<file path="src/rtl/pbd_pkg.sv">
// Shared types, codes and helper functions for the protobuf data message decoder.
`default_nettype none

package pbd_pkg;

  // The payload fits when its length is below this capacity minus one.
  localparam int unsigned PAYLOAD_CAPACITY = 256;

  localparam int unsigned BYTE_W  = 8;
  localparam int unsigned KIND_W  = 3;
  localparam int unsigned FIELD_W = 5;
  localparam int unsigned SLOT_W  = 4;
  localparam int unsigned VALUE_W = 28;
  localparam int unsigned PHASE_W = 3;

  // Parser phases
  localparam logic [PHASE_W-1:0] PH_TAG    = 3'd0;
  localparam logic [PHASE_W-1:0] PH_VARINT = 3'd1;
  localparam logic [PHASE_W-1:0] PH_LEN    = 3'd2;
  localparam logic [PHASE_W-1:0] PH_BODY   = 3'd3;
  localparam logic [PHASE_W-1:0] PH_IGNORE = 3'd4;

  // Event kinds
  localparam logic [KIND_W-1:0] EV_VARINT = 3'd0;
  localparam logic [KIND_W-1:0] EV_HEADER = 3'd1;
  localparam logic [KIND_W-1:0] EV_BYTE   = 3'd2;
  localparam logic [KIND_W-1:0] EV_DONE   = 3'd3;
  localparam logic [KIND_W-1:0] EV_ERROR  = 3'd4;

  // Wire types
  localparam logic [2:0] WT_VARINT = 3'd0;
  localparam logic [2:0] WT_LEN    = 3'd2;

  // Field numbers with a meaning
  localparam logic [FIELD_W-1:0] FLD_PORT     = 5'd1;
  localparam logic [FIELD_W-1:0] FLD_PAYLOAD  = 5'd2;
  localparam logic [FIELD_W-1:0] FLD_WANT     = 5'd3;
  localparam logic [FIELD_W-1:0] FLD_DEST     = 5'd4;
  localparam logic [FIELD_W-1:0] FLD_SOURCE   = 5'd5;
  localparam logic [FIELD_W-1:0] FLD_REQUEST  = 5'd6;
  localparam logic [FIELD_W-1:0] FLD_REPLY    = 5'd7;
  localparam logic [FIELD_W-1:0] FLD_EMOJI    = 5'd8;
  localparam logic [FIELD_W-1:0] FLD_WANT_ALT = 5'd9;
  localparam logic [FIELD_W-1:0] FLD_BITFIELD = 5'd10;

  // Target slots
  localparam logic [SLOT_W-1:0] SLOT_PORT     = 4'd0;
  localparam logic [SLOT_W-1:0] SLOT_WANT     = 4'd1;
  localparam logic [SLOT_W-1:0] SLOT_DEST     = 4'd2;
  localparam logic [SLOT_W-1:0] SLOT_SOURCE   = 4'd3;
  localparam logic [SLOT_W-1:0] SLOT_REQUEST  = 4'd4;
  localparam logic [SLOT_W-1:0] SLOT_REPLY    = 4'd5;
  localparam logic [SLOT_W-1:0] SLOT_EMOJI    = 4'd6;
  localparam logic [SLOT_W-1:0] SLOT_BITFIELD = 4'd7;
  localparam logic [SLOT_W-1:0] SLOT_UNKNOWN  = 4'd8;

  typedef struct packed {
    logic [KIND_W-1:0]  kind;
    logic [FIELD_W-1:0] field;
    logic [SLOT_W-1:0]  slot;
    logic [VALUE_W-1:0] value;
    logic               stored;
    logic [BYTE_W-1:0]  data;
    logic               last;
  } pbd_res_t;

  // Results of one byte handed from the parser to the result buffer
  typedef struct packed {
    logic     valid;
    logic     two;
    pbd_res_t first;
    pbd_res_t second;
  } pbd_push_t;

  function automatic pbd_res_t map_varint(input logic [FIELD_W-1:0] fld,
                                          input logic [VALUE_W-1:0] v);
    pbd_res_t r;
    r        = '0;
    r.kind   = EV_VARINT;
    r.field  = fld;
    r.value  = v;
    case (fld)
      FLD_PORT: begin
        r.slot  = SLOT_PORT;
        r.value = {20'd0, v[7:0]};
      end
      FLD_WANT, FLD_WANT_ALT: begin
        r.slot  = SLOT_WANT;
        r.value = {27'd0, (v != '0)};
      end
      FLD_DEST:     r.slot = SLOT_DEST;
      FLD_SOURCE:   r.slot = SLOT_SOURCE;
      FLD_REQUEST:  r.slot = SLOT_REQUEST;
      FLD_REPLY:    r.slot = SLOT_REPLY;
      FLD_EMOJI:    r.slot = SLOT_EMOJI;
      FLD_BITFIELD: r.slot = SLOT_BITFIELD;
      default:      r.slot = SLOT_UNKNOWN;
    endcase
    return r;
  endfunction

endpackage

`default_nettype wire

</file>
<file path="src/rtl/pbd_in_if.sv">
// Input byte channel: valid/ready with one message byte and its last mark.
`default_nettype none

interface pbd_in_if;
  logic                         valid;
  logic                         ready;
  logic [pbd_pkg::BYTE_W-1:0]   data_byte;
  logic                         last_byte;

  modport source (output valid, output data_byte, output last_byte, input ready);
  modport sink   (input valid, input data_byte, input last_byte, output ready);
endinterface

`default_nettype wire

</file>
<file path="src/rtl/pbd_out_if.sv">
// Result channel: valid/ready with one decoded event per beat.
`default_nettype none

interface pbd_out_if;
  logic                          valid;
  logic                          ready;
  logic [pbd_pkg::KIND_W-1:0]    event_kind;
  logic [pbd_pkg::FIELD_W-1:0]   field_number;
  logic [pbd_pkg::SLOT_W-1:0]    target_slot;
  logic [pbd_pkg::VALUE_W-1:0]   field_value;
  logic                          payload_stored;
  logic [pbd_pkg::BYTE_W-1:0]    payload_data;
  logic                          last_result;

  modport source (output valid, output event_kind, output field_number, output target_slot,
                  output field_value, output payload_stored, output payload_data,
                  output last_result, input ready);
  modport sink   (input valid, input event_kind, input field_number, input target_slot,
                  input field_value, input payload_stored, input payload_data,
                  input last_result, output ready);
endinterface

`default_nettype wire

</file>
<file path="src/rtl/pbd_parser.sv">
// Byte input register, parse state and per-byte event decode.
`default_nettype none

module pbd_parser #(
  parameter int unsigned VARINT_MAX_BYTES = 4
) (
  input  wire logic                        clk,
  input  wire logic                        rst_n,
  input  wire logic                        in_valid,
  output logic                             in_ready,
  input  wire logic [pbd_pkg::BYTE_W-1:0]  in_data_byte,
  input  wire logic                        in_last_byte,
  input  wire logic                        buf_free,
  output pbd_pkg::pbd_push_t               push
);

  localparam int unsigned CNT_W = (VARINT_MAX_BYTES > 1) ? $clog2(VARINT_MAX_BYTES) : 1;

  // Input register
  logic                       inq_valid_r, inq_valid_nxt;
  logic [pbd_pkg::BYTE_W-1:0] inq_byte_r;
  logic                       inq_last_r;
  logic                       advance;

  // Parse state
  logic [pbd_pkg::PHASE_W-1:0] phase_r, phase_nxt;
  logic [pbd_pkg::FIELD_W-1:0] field_r, field_nxt;
  logic [pbd_pkg::VALUE_W-1:0] acc_r, acc_nxt;
  logic [CNT_W-1:0]            cnt_r, cnt_nxt;
  logic [pbd_pkg::BYTE_W-1:0]  rem_r, rem_nxt;
  logic                        bip_r, bip_nxt;

  logic [CNT_W:0]              cnt_inc;
  logic [5:0]                  sh_amt;
  logic [34:0]                 grp_shifted;
  logic [pbd_pkg::VALUE_W-1:0] acc_new;
  logic                        stored;
  logic                        pv, dv, bad;
  pbd_pkg::pbd_res_t           prim, done_res;

  assign advance       = inq_valid_r && buf_free;
  assign in_ready      = !inq_valid_r || advance;
  assign inq_valid_nxt = (in_valid && in_ready) ? 1'b1 : (advance ? 1'b0 : inq_valid_r);

  assign cnt_inc     = {1'b0, cnt_r} + {{CNT_W{1'b0}}, 1'b1};
  assign sh_amt      = 6'(cnt_r) * 6'd7;
  assign grp_shifted = {28'd0, inq_byte_r[6:0]} << sh_amt;
  assign acc_new     = acc_r | grp_shifted[pbd_pkg::VALUE_W-1:0];
  assign stored      = {1'b0, inq_byte_r} < 9'(pbd_pkg::PAYLOAD_CAPACITY - 1);

  always_comb begin
    phase_nxt = phase_r;
    field_nxt = field_r;
    acc_nxt   = acc_r;
    cnt_nxt   = cnt_r;
    rem_nxt   = rem_r;
    bip_nxt   = bip_r;
    prim      = '0;
    done_res  = '0;
    done_res.kind = pbd_pkg::EV_DONE;
    pv        = 1'b0;
    dv        = 1'b0;
    bad       = 1'b0;
    if (advance) begin
      case (phase_r)
        pbd_pkg::PH_TAG: begin
          if ((inq_byte_r[2:0] != pbd_pkg::WT_VARINT && inq_byte_r[2:0] != pbd_pkg::WT_LEN)
              || inq_last_r) begin
            pv         = 1'b1;
            bad        = 1'b1;
            prim.kind  = pbd_pkg::EV_ERROR;
            prim.field = inq_byte_r[7:3];
            phase_nxt  = pbd_pkg::PH_IGNORE;
          end else begin
            field_nxt = inq_byte_r[7:3];
            acc_nxt   = '0;
            cnt_nxt   = '0;
            phase_nxt = (inq_byte_r[2:0] == pbd_pkg::WT_VARINT) ? pbd_pkg::PH_VARINT
                                                                 : pbd_pkg::PH_LEN;
          end
        end
        pbd_pkg::PH_VARINT: begin
          acc_nxt = acc_new;
          cnt_nxt = cnt_inc[CNT_W-1:0];
          if (!inq_byte_r[7] || cnt_inc >= (CNT_W+1)'(VARINT_MAX_BYTES) || inq_last_r) begin
            pv        = 1'b1;
            prim      = pbd_pkg::map_varint(field_r, acc_new);
            phase_nxt = pbd_pkg::PH_TAG;
          end
        end
        pbd_pkg::PH_LEN: begin
          bip_nxt = 1'b0;
          if (field_r == pbd_pkg::FLD_PAYLOAD) begin
            pv          = 1'b1;
            prim.kind   = pbd_pkg::EV_HEADER;
            prim.field  = pbd_pkg::FLD_PAYLOAD;
            prim.value  = {20'd0, inq_byte_r};
            prim.stored = stored;
            bip_nxt     = stored;
          end
          rem_nxt   = inq_byte_r;
          phase_nxt = (inq_byte_r == '0) ? pbd_pkg::PH_TAG : pbd_pkg::PH_BODY;
        end
        pbd_pkg::PH_BODY: begin
          if (bip_r) begin
            pv          = 1'b1;
            prim.kind   = pbd_pkg::EV_BYTE;
            prim.field  = field_r;
            prim.stored = 1'b1;
            prim.data   = inq_byte_r;
          end
          rem_nxt = rem_r - 8'd1;
          if (rem_nxt == '0) phase_nxt = pbd_pkg::PH_TAG;
        end
        default: ; // ignore phase: drop the byte
      endcase
      if (inq_last_r) begin
        dv        = !bad && (phase_r != pbd_pkg::PH_IGNORE);
        phase_nxt = pbd_pkg::PH_TAG;
        field_nxt = '0;
        acc_nxt   = '0;
        cnt_nxt   = '0;
        rem_nxt   = '0;
        bip_nxt   = 1'b0;
      end
    end
  end

  // Order results: the byte's own event first, done after it.
  always_comb begin
    push.valid       = advance && (pv || dv);
    push.two         = pv && dv;
    push.first       = pv ? prim : done_res;
    push.first.last  = !(pv && dv);
    push.second      = done_res;
    push.second.last = 1'b1;
  end

  always_ff @(posedge clk) begin
    if (!rst_n) begin
      inq_valid_r <= 1'b0;
      phase_r     <= pbd_pkg::PH_TAG;
      field_r     <= '0;
      acc_r       <= '0;
      cnt_r       <= '0;
      rem_r       <= '0;
      bip_r       <= 1'b0;
    end else begin
      inq_valid_r <= inq_valid_nxt;
      phase_r     <= phase_nxt;
      field_r     <= field_nxt;
      acc_r       <= acc_nxt;
      cnt_r       <= cnt_nxt;
      rem_r       <= rem_nxt;
      bip_r       <= bip_nxt;
    end
  end

  always_ff @(posedge clk) begin
    if (in_valid && in_ready) begin
      inq_byte_r <= in_data_byte;
      inq_last_r <= in_last_byte;
    end
  end

endmodule

`default_nettype wire

</file>
<file path="src/rtl/pbd_out_buf.sv">
// Two-entry result buffer that drains one event per beat.
`default_nettype none

module pbd_out_buf (
  input  wire logic               clk,
  input  wire logic               rst_n,
  input  wire pbd_pkg::pbd_push_t push,
  output logic                    buf_free,
  output logic                    out_valid,
  input  wire logic               out_ready,
  output pbd_pkg::pbd_res_t       head
);

  logic [1:0]        cnt_r, cnt_nxt;
  pbd_pkg::pbd_res_t e0_r, e0_nxt;
  pbd_pkg::pbd_res_t e1_r, e1_nxt;
  logic              pop;

  assign out_valid = (cnt_r != 2'd0);
  assign head      = e0_r;
  assign pop       = out_valid && out_ready;
  // Empty after this edge: a new byte's results may land.
  assign buf_free  = (cnt_r == 2'd0) || (cnt_r == 2'd1 && out_ready);

  always_comb begin
    cnt_nxt = cnt_r;
    e0_nxt  = e0_r;
    e1_nxt  = e1_r;
    if (push.valid) begin
      e0_nxt  = push.first;
      e1_nxt  = push.second;
      cnt_nxt = push.two ? 2'd2 : 2'd1;
    end else if (pop) begin
      e0_nxt  = e1_r;
      cnt_nxt = cnt_r - 2'd1;
    end else if (buf_free && cnt_r == 2'd1) begin
      cnt_nxt = cnt_r;
    end
  end

  always_ff @(posedge clk) begin
    if (!rst_n) begin
      cnt_r <= 2'd0;
    end else begin
      cnt_r <= cnt_nxt;
    end
  end

  always_ff @(posedge clk) begin
    e0_r <= e0_nxt;
    e1_r <= e1_nxt;
  end

endmodule

`default_nettype wire

</file>
<file path="src/rtl/protobuf_data_message_decoder.sv">
// Top level of the streaming protobuf data message decoder.
//
//   channel  | dir | beat                                   | handshake
//   ---------+-----+----------------------------------------+-------------------------
//   in_bus   | in  | data_byte[7:0], last_byte              | valid & ready
//   out_bus  | out | event_kind, field_number, target_slot, | valid & ready
//            |     | field_value, payload_stored,           |
//            |     | payload_data, last_result              |
//
// One byte per cycle while out_bus is ready and no byte causes two results: a byte
// is registered in the input register, is decoded in a single pass against the parse
// state, and its results land in a two-entry result buffer. A byte that causes two
// results (its own event plus done) holds the next byte while the buffer drains.
// Synchronous active-low reset returns the parser to tag phase and empties both
// registers. A stalled out_bus holds the buffer, which backs up into the input
// register and then drops in_bus.ready.
`default_nettype none

module protobuf_data_message_decoder #(
  parameter int unsigned VARINT_MAX_BYTES = 4
) (
  input  wire logic    clk,
  input  wire logic    rst_n,
  pbd_in_if.sink       in_bus,
  pbd_out_if.source    out_bus
);

  pbd_pkg::pbd_push_t push;
  pbd_pkg::pbd_res_t  head;
  logic               buf_free;
  logic               out_valid;

  // Decode: input register plus parse state
  pbd_parser #(
    .VARINT_MAX_BYTES (VARINT_MAX_BYTES)
  ) u_parser (
    .clk          (clk),
    .rst_n        (rst_n),
    .in_valid     (in_bus.valid),
    .in_ready     (in_bus.ready),
    .in_data_byte (in_bus.data_byte),
    .in_last_byte (in_bus.last_byte),
    .buf_free     (buf_free),
    .push         (push)
  );

  // Result register: hold up to two events per byte
  pbd_out_buf u_out_buf (
    .clk       (clk),
    .rst_n     (rst_n),
    .push      (push),
    .buf_free  (buf_free),
    .out_valid (out_valid),
    .out_ready (out_bus.ready),
    .head      (head)
  );

  // Drive the result beat from the buffer head
  assign out_bus.valid          = out_valid;
  assign out_bus.event_kind     = head.kind;
  assign out_bus.field_number   = head.field;
  assign out_bus.target_slot    = head.slot;
  assign out_bus.field_value    = head.value;
  assign out_bus.payload_stored = head.stored;
  assign out_bus.payload_data   = head.data;
  assign out_bus.last_result    = head.last;

endmodule

`default_nettype wire
</file>
<file path="src/flat_wrapper.sv">
// flat-port wrapper written by rule: the top's interface ports become plain ports
module protobuf_data_message_decoder_flat 
#(
  parameter int unsigned VARINT_MAX_BYTES = 4
)
  (clk, rst_n, in_bus_valid, in_bus_data_byte, in_bus_last_byte, in_bus_ready, out_bus_valid, out_bus_event_kind, out_bus_field_number, out_bus_target_slot, out_bus_field_value, out_bus_payload_stored, out_bus_payload_data, out_bus_last_result, out_bus_ready);
  pbd_in_if in_bus_i ();
  pbd_out_if out_bus_i ();
  input  wire logic clk;
  input  wire logic rst_n;
  input wire logic [$bits(in_bus_i.valid)-1:0] in_bus_valid;
  input wire logic [$bits(in_bus_i.data_byte)-1:0] in_bus_data_byte;
  input wire logic [$bits(in_bus_i.last_byte)-1:0] in_bus_last_byte;
  output wire logic [$bits(in_bus_i.ready)-1:0] in_bus_ready;
  output wire logic [$bits(out_bus_i.valid)-1:0] out_bus_valid;
  output wire logic [$bits(out_bus_i.event_kind)-1:0] out_bus_event_kind;
  output wire logic [$bits(out_bus_i.field_number)-1:0] out_bus_field_number;
  output wire logic [$bits(out_bus_i.target_slot)-1:0] out_bus_target_slot;
  output wire logic [$bits(out_bus_i.field_value)-1:0] out_bus_field_value;
  output wire logic [$bits(out_bus_i.payload_stored)-1:0] out_bus_payload_stored;
  output wire logic [$bits(out_bus_i.payload_data)-1:0] out_bus_payload_data;
  output wire logic [$bits(out_bus_i.last_result)-1:0] out_bus_last_result;
  input wire logic [$bits(out_bus_i.ready)-1:0] out_bus_ready;
  assign in_bus_i.valid = in_bus_valid;
  assign in_bus_i.data_byte = in_bus_data_byte;
  assign in_bus_i.last_byte = in_bus_last_byte;
  assign in_bus_ready = in_bus_i.ready;
  assign out_bus_valid = out_bus_i.valid;
  assign out_bus_event_kind = out_bus_i.event_kind;
  assign out_bus_field_number = out_bus_i.field_number;
  assign out_bus_target_slot = out_bus_i.target_slot;
  assign out_bus_field_value = out_bus_i.field_value;
  assign out_bus_payload_stored = out_bus_i.payload_stored;
  assign out_bus_payload_data = out_bus_i.payload_data;
  assign out_bus_last_result = out_bus_i.last_result;
  assign out_bus_i.ready = out_bus_ready;
  protobuf_data_message_decoder #(.VARINT_MAX_BYTES(VARINT_MAX_BYTES)) u_core (.clk(clk), .rst_n(rst_n), .in_bus(in_bus_i), .out_bus(out_bus_i));
endmodule
</file>
<file path="config.mk">
export PLATFORM = sky130hd
export DESIGN_NAME = protobuf_data_message_decoder_flat
export DESIGN_NICKNAME = d
export VERILOG_FILES = /design/src/rtl/pbd_pkg.sv /design/src/rtl/pbd_in_if.sv /design/src/rtl/pbd_out_if.sv /design/src/rtl/pbd_parser.sv /design/src/rtl/pbd_out_buf.sv /design/src/rtl/protobuf_data_message_decoder.sv /design/src/flat_wrapper.sv
export SDC_FILE = /design/constraint.sdc
export NUM_CORES = 1
export LEC_CHECK = 0
export BUFFER_PORTS_ARGS = -buffer_cell sky130_fd_sc_hd__buf_2
export CAP_MARGIN = 20
export CORE_ASPECT_RATIO = 1.75
export CORE_MARGIN = 4
export CORE_UTILIZATION = 28
export CTS_CLUSTER_SIZE = 20
export DETAILED_ROUTE_END_ITERATION = 7
export GPL_ROUTABILITY_DRIVEN = 0
export SLEW_MARGIN = 20
export SYNTH_ARGS = -nofsm -noshare
export SYNTH_HDL_FRONTEND = slang
export SYNTH_HIERARCHICAL = 1
export SYNTH_SLANG_ARGS = --single-unit
</file>
<file path="constraint.sdc">
create_clock -name clk -period 13.37 [get_ports clk]
set_input_delay 1.337 -clock clk [delete_from_list [all_inputs] [get_ports clk]]
set_output_delay 1.337 -clock clk [all_outputs]
set_load 0.01 [all_outputs]
</file>
==> impl_metrics.yaml, run 1 <==
run_status:
  status: "completed"
clock_tree:
  cts_setup_buffers: 0
  holdBufCountCts: 0
  cts_root_buf: "clkbuf_16"
  cts.repair.resized: 0
  cts_made_buffers: 17
  htree_levels: 4
  clk_path_buf_depth: 2
  cts_tree: "done"
  numClockSinks: 159
  clkSlewWorstSetupHoldPaths_ps: 60
  clock_latency_ps: 430
die:
  start_util: 0.285
  die-area_um2: 29300
  num_rows: 78
  die_h_um: 223
  design.core.area_um2: 26100
  die_w_um: 131
  io_pins: 65
timing:
  max_freq_mhz: 253
  finalSetupTns_ps: 0
  period_share: 0.295
  worstMarginPinSlew_ps: 983
  setup_violations: 0
  maxSlewViolCount: 0
  hold_ws_ps: 465
  rsz0062_at_grt: "no"
  clock-skew-final_ps: 9.10
  slew_headroom: 0.345
  finalCriticalPeriod_ps: 3950
  hold_viol_final: 0
grt:
  grt_first_pass_wirelength_um: 26900
  grt_use_met3: 0.0311
  grt_use_met1: 0.125
  grtUsageTotal: 0.118
  grt_overflow: 0
  grt_pass1_vias: 4915
  grt_max_degree: 78
  use_met2: 0.218
  antenna_found_initial: 0
  gr-max-usage-layer: "met2"
pwr:
  cellLeakagePower_uw: 0.00304
  peakVddDrop_mv: 0.0827
  total_power_uw: 1350
  p_per_area_nw_per_um2: 160
synthesis:
  synthTopCellsByCount: "109 x edfxtp_1, 61 x nor2_1, 55 x buf_4, 50 x dfxtp_1, 50 x mux2_2"
  yosysSeqAreaShare: 0.575
  synth-main-ff-cell: "edfxtp_1"
  yosys-top-cells-area: "edfxtp_1 44%, dfxtp_1 13%, mux2_2 7.6%"
  synth-edff-count: 109
  ys_ff_latch: 159
  yosysMostFrequentCell: "edfxtp_1"
  ys_types: 61
  ys_warn_count: 6
  synthArstFlopShare: 0
  synth_area_leader_cell: "edfxtp_1"
  syn_area_um2: 7430
  syn_inst: 647
  postSynthAreaPerCell_um2: 11.5
  synth_top_area_share: 0.441
routing:
  drc: 0
  num_vias: 4786
  ant_nets: 0
  drt_iter0_drc: 259
  drt_pre_antenna_iters: 5
  wl_per_cell_um: 16.7
  totalWireLength_um: 17100
  vias_per_cell: 4.67
job:
  cap_violations: 0
critical_path:
  cp-end-kind: "register"
  cp_data_required_time_ps: 13540
  path_max_fanout: 77
  path_class: "primary input to register"
  ff2ff_setup_slack_ps: 9850
  crit_arrival_ps: 4120
  start_kind: "primary input"
cells_and_area:
  drive_gt1_frac: 0.234
  n_antenna_cell: 0
  area_growth_syn_to_layout_pct: 13.3
  nets: 710
worst_hold_path:
  hold_path_class: "register to register"
placement:
  dp_hpwl_um: 11600
  portBuffers: 64
## layer usage
layer	wire length (µm)	vias to the layer above
met4	446	0
met2	9280	98
met1	6690	2316
met5	0	-
li1	-	2345
met3	698	27
## worst max-delay path: stages
cell and delay [ps]:
buf_2 80, nand2_1 50, nand2_1 80, nand2_1 340, o21ai_4 850, buf_4 870
mux2_2 420
## cell families (layout without fill, tap and decap cells)
logic type / count (synthesis) / count (layout) / synth area share
buf+inv: 101 / 111 / 0.0824
simple gates: 185 / 185 / 0.130
mux: 54 / 54 / 0.0812
flops: 159 / 159 / 0.575
other cells: 2 / 50 / 0.00101
fa+ha+maj: 5 / 5 / 0.00842
compound gates: 136 / 136 / 0.116
xor+xnor: 5 / 5 / 0.00590
## where the power goes
part	total (µW)	switching, µW	leakage, µW	internal (µW)
Sequential	652	37.1	0.00143	615
Combinational	205	126	0.00131	78.9
Clock	489	191	0.000305	298
Total	1350	355	0.00304	992
## state kept, by name (all words and copies together), names as in the netlist
| name | flops |
|---|---|
| u_core/u_out_buf/e1_r | 50 |
| u_core/u_out_buf/cnt_r | 2 |
| u_core/u_out_buf/head | 50 |
| u_core/u_parser/field_r | 5 |
| u_core/u_parser/inq_byte_r | 8 |
| u_core/u_parser/rem_r | 8 |
| u_core/u_parser/inq_valid_r | 1 |
| u_core/u_parser/acc_r | 28 |
| u_core/u_parser/bip_r | 1 |
| u_core/u_parser/phase_r | 3 |
| u_core/u_parser/cnt_r | 2 |
| u_core/u_parser/inq_last_r | 1 |
## area by class of cell
class,count,area (µm²)
fillers,2556,17600
flip-flops and latches,159,4270
multi-input cells,435,2740
clock buffers,27,578
well taps,320,400
repair buffers,67,343
inverters,12,45.0
clock inverters,5,35.0
## layout by cell type, fill, tap and decap left out, types with 4 or more instances in the layout
cell type | synthesis | routed
clkbuf_16 | 0 | 21
nor3_1 | 5 | 5
buf_2 | 3 | 64
dfxtp_1 | 50 | 50
inv_1 | 12 | 12
o21a_1 | 14 | 14
conb_1 | 2 | 50
nor2_1 | 61 | 61
nor2b_1 | 6 | 6
a31oi_1 | 17 | 17
a22o_1 | 5 | 5
mux2i_1 | 4 | 4
ha_1 | 5 | 5
a22oi_1 | 9 | 9
nor2_2 | 7 | 7
nor4_1 | 10 | 10
nand2_1 | 29 | 29
nand2b_1 | 6 | 6
nand4_1 | 6 | 6
mux2_2 | 50 | 50
o21ai_0 | 26 | 25
nand3_1 | 6 | 6
a21oi_1 | 40 | 40
edfxtp_1 | 109 | 109
and2_1 | 14 | 14
and3_1 | 12 | 12
## path summary, 6_finish.rpt
path                                                 from                   endpoint  depth (start not counted)
worst max-delay path                        out_bus_ready  u_core/u_out_buf/head[35]                          7
worst min register to register      u_core/u_parser/bip_r      u_core/u_parser/bip_r                          2
worst min-delay path                u_core/u_parser/bip_r      u_core/u_parser/bip_r                          2
worst max register to register  u_core/u_out_buf/cnt_r[0]  u_core/u_out_buf/head[35]                          8
## metrics by stage
step	area (µm²)	worst slack, ps	utilization	cells
2_1_floorplan	7610	6290	-	695
3_3_place_gp	7790	9000	0.299	993
3_5_place_dp	7800	8940	0.299	993
4_1_cts	8410	9390	0.323	1025
5_1_grt	8410	9140	0.323	1025
6_report	8410	9420	0.323	1025
No activity file was read; power rests on OpenSTA's default activity.
==> run 2: changes to the inputs <==
clock period = 3.8 ns   (was 13.37 ns; I/O delays follow)
==> run 2 against run 1 <==
Cell count grew 0.68%. Sequential cell count is the same. Largest cell class unchanged. Via count grew 2.4%.
==> impl_metrics.yaml, run 2 (synthesis gave the netlist of run 1 again) <==
cells_and_area:
  n_antenna_cell: 0
  nets: 717
  drive_gt1_frac: 0.243
  layout_commonest_cell: "edfxtp_1"
  area_growth_syn_to_layout_pct: 14.1
  n_fill_cell: 2565
  final_cell_mix: "109 x edfxtp_1, 64 x buf_2, 61 x nor2_1"
  fin_cells: 1032
routing:
  drt_pre_antenna_iters: 5
  vias_per_cell: 4.75
  wl_per_cell_um: 16.4
  totalWireLength_um: 17000
  num_vias: 4899
  ant_nets: 0
  drt_iter0_drc: 341
  drc: 0
pwr:
  peakVddDrop_mv: 0.276
  p_per_area_nw_per_um2: 570
  cellLeakagePower_uw: 0.00308
grt:
  antenna_found_initial: 0
  grt_first_pass_wirelength_um: 27100
  grtUsageTotal: 0.117
  grt_pass1_vias: 4906
  grt_max_degree: 66
  grt_overflow: 0
worst_hold_path:
  hp-start: "in_bus_data_byte[4]"
  hold_path_class: "primary input to register"
critical_path:
  path_max_fanout: 65
  cp_data_required_time_ps: 3970
  slowest_stage: "buf_4"
  start_kind: "register"
  crit_path_cell_trace: "nor3b_2 > a21boi_1 > a31o_1 > o21ai_4 > buf_4 > mux2_2"
  slowest_delay_ps: 640
  path_class: "register to register"
  r2r-start: "u_core/u_parser/phase_r[0]"
  cp-end-kind: "register"
  crit_arrival_ps: 3130
  setup.worst_path.start: "u_core/u_parser/phase_r[0]"
timing:
  maxSlewViolCount: 0
  hold_viol_final: 0
  finalCriticalPeriod_ps: 2950
  setup_violations: 0
  rsz0062_at_grt: "no"
  max_freq_mhz: 339
  clock-skew-final_ps: 5.87
  worstMarginPinSlew_ps: 928
  finalSetupTns_ps: 0
  period_share: 0.777
  slew_headroom: 0.380
clock_tree:
  cts_tree: "done"
  cts_made_buffers: 17
  cts_setup_buffers: 0
  clk_path_buf_depth: 2
  numClockSinks: 159
  clkSlewWorstSetupHoldPaths_ps: 60
  cts.repair.resized: 0
  htree_levels: 4
  cts_root_buf: "clkbuf_16"
  holdBufCountCts: 0
  clock_latency_ps: 430
die:
  die_h_um: 223
  io_pins: 65
  die-area_um2: 29300
  num_rows: 78
  design.core.area_um2: 26100
  start_util: 0.285
  die_w_um: 131
run_status:
  status: "completed"
job:
  cap_violations: 0
placement:
  portBuffers: 64
  dpl.cell_count: 1000
  dp_hpwl_um: 11800
run 2: changes by cell type in the layout (fill, tap and decap cells not counted), sizes merged:
cell      before  now
clkinvlp       0    1
bufinv         0    4
buf           67   74
clkinv         2    5
clkbuf        27   21
inv           15   13
run 2: layout make-up:
cell class              count  area, µm²  area share
flip-flops and latches    159       4270       0.504
multi-input cells         435       2740       0.323
clock buffers              21        460      0.0543
well taps                 320        400      0.0473
repair buffers             74        395      0.0467
clock inverters            11        161      0.0190
inverters                  12       45.0     0.00532
run 2: final timing paths:
| path | end | slack (ps) | cells after the start |
|---|---|---|---|
| min reg2reg | u_core/u_parser/bip_r | 460 | 2 |
| max | u_core/u_out_buf/head[30] | 850 | 6 |
| max reg2reg | u_core/u_out_buf/head[30] | 850 | 6 |
| min | u_core/u_parser/inq_byte_r[4] | 130 | 1 |
run 2: worst max-delay path: cells and delay by family, from the launching register on:
| family | cells | cell delay [ps] |
|---|---|---|
| buffers and inverters | 1 | 640 |
| DFF | 1 | 600 |
| AOI/OAI and AO/OA | 3 | 560 |
| muxes | 1 | 420 |
| and+or+nand+nor | 1 | 390 |
run 2: power breakdown:
group	switching, µW	internal, µW
clock	673	1130
combinational	468	287
sequential	111	2160
total	1250	3580
run 2: per-stage QoR:
step | util | hold slack [ps] | area [µm²] | power (µW) | setup slack, ps
after global routing | 0.325 | 109 | 8470 | 5040 | 631
final | 0.325 | 126 | 8470 | 4830 | 846
after global placement | 0.301 | 442 | 7850 | 3070 | 931
after floorplan | - | 432 | 7620 | 2810 | 350
after detailed placement | 0.301 | 448 | 7850 | 3090 | 831
after CTS | 0.325 | 103 | 8470 | 4900 | 847
run 2: per-layer routing:
metal  GRT usage  routed length [µm]  up-vias
met5           0                   0        -
met4      0.0546                 423        0
met3      0.0223                 566       27
met2       0.219                9410      129
met1       0.128                6560     2386
li1            -                   -     2357
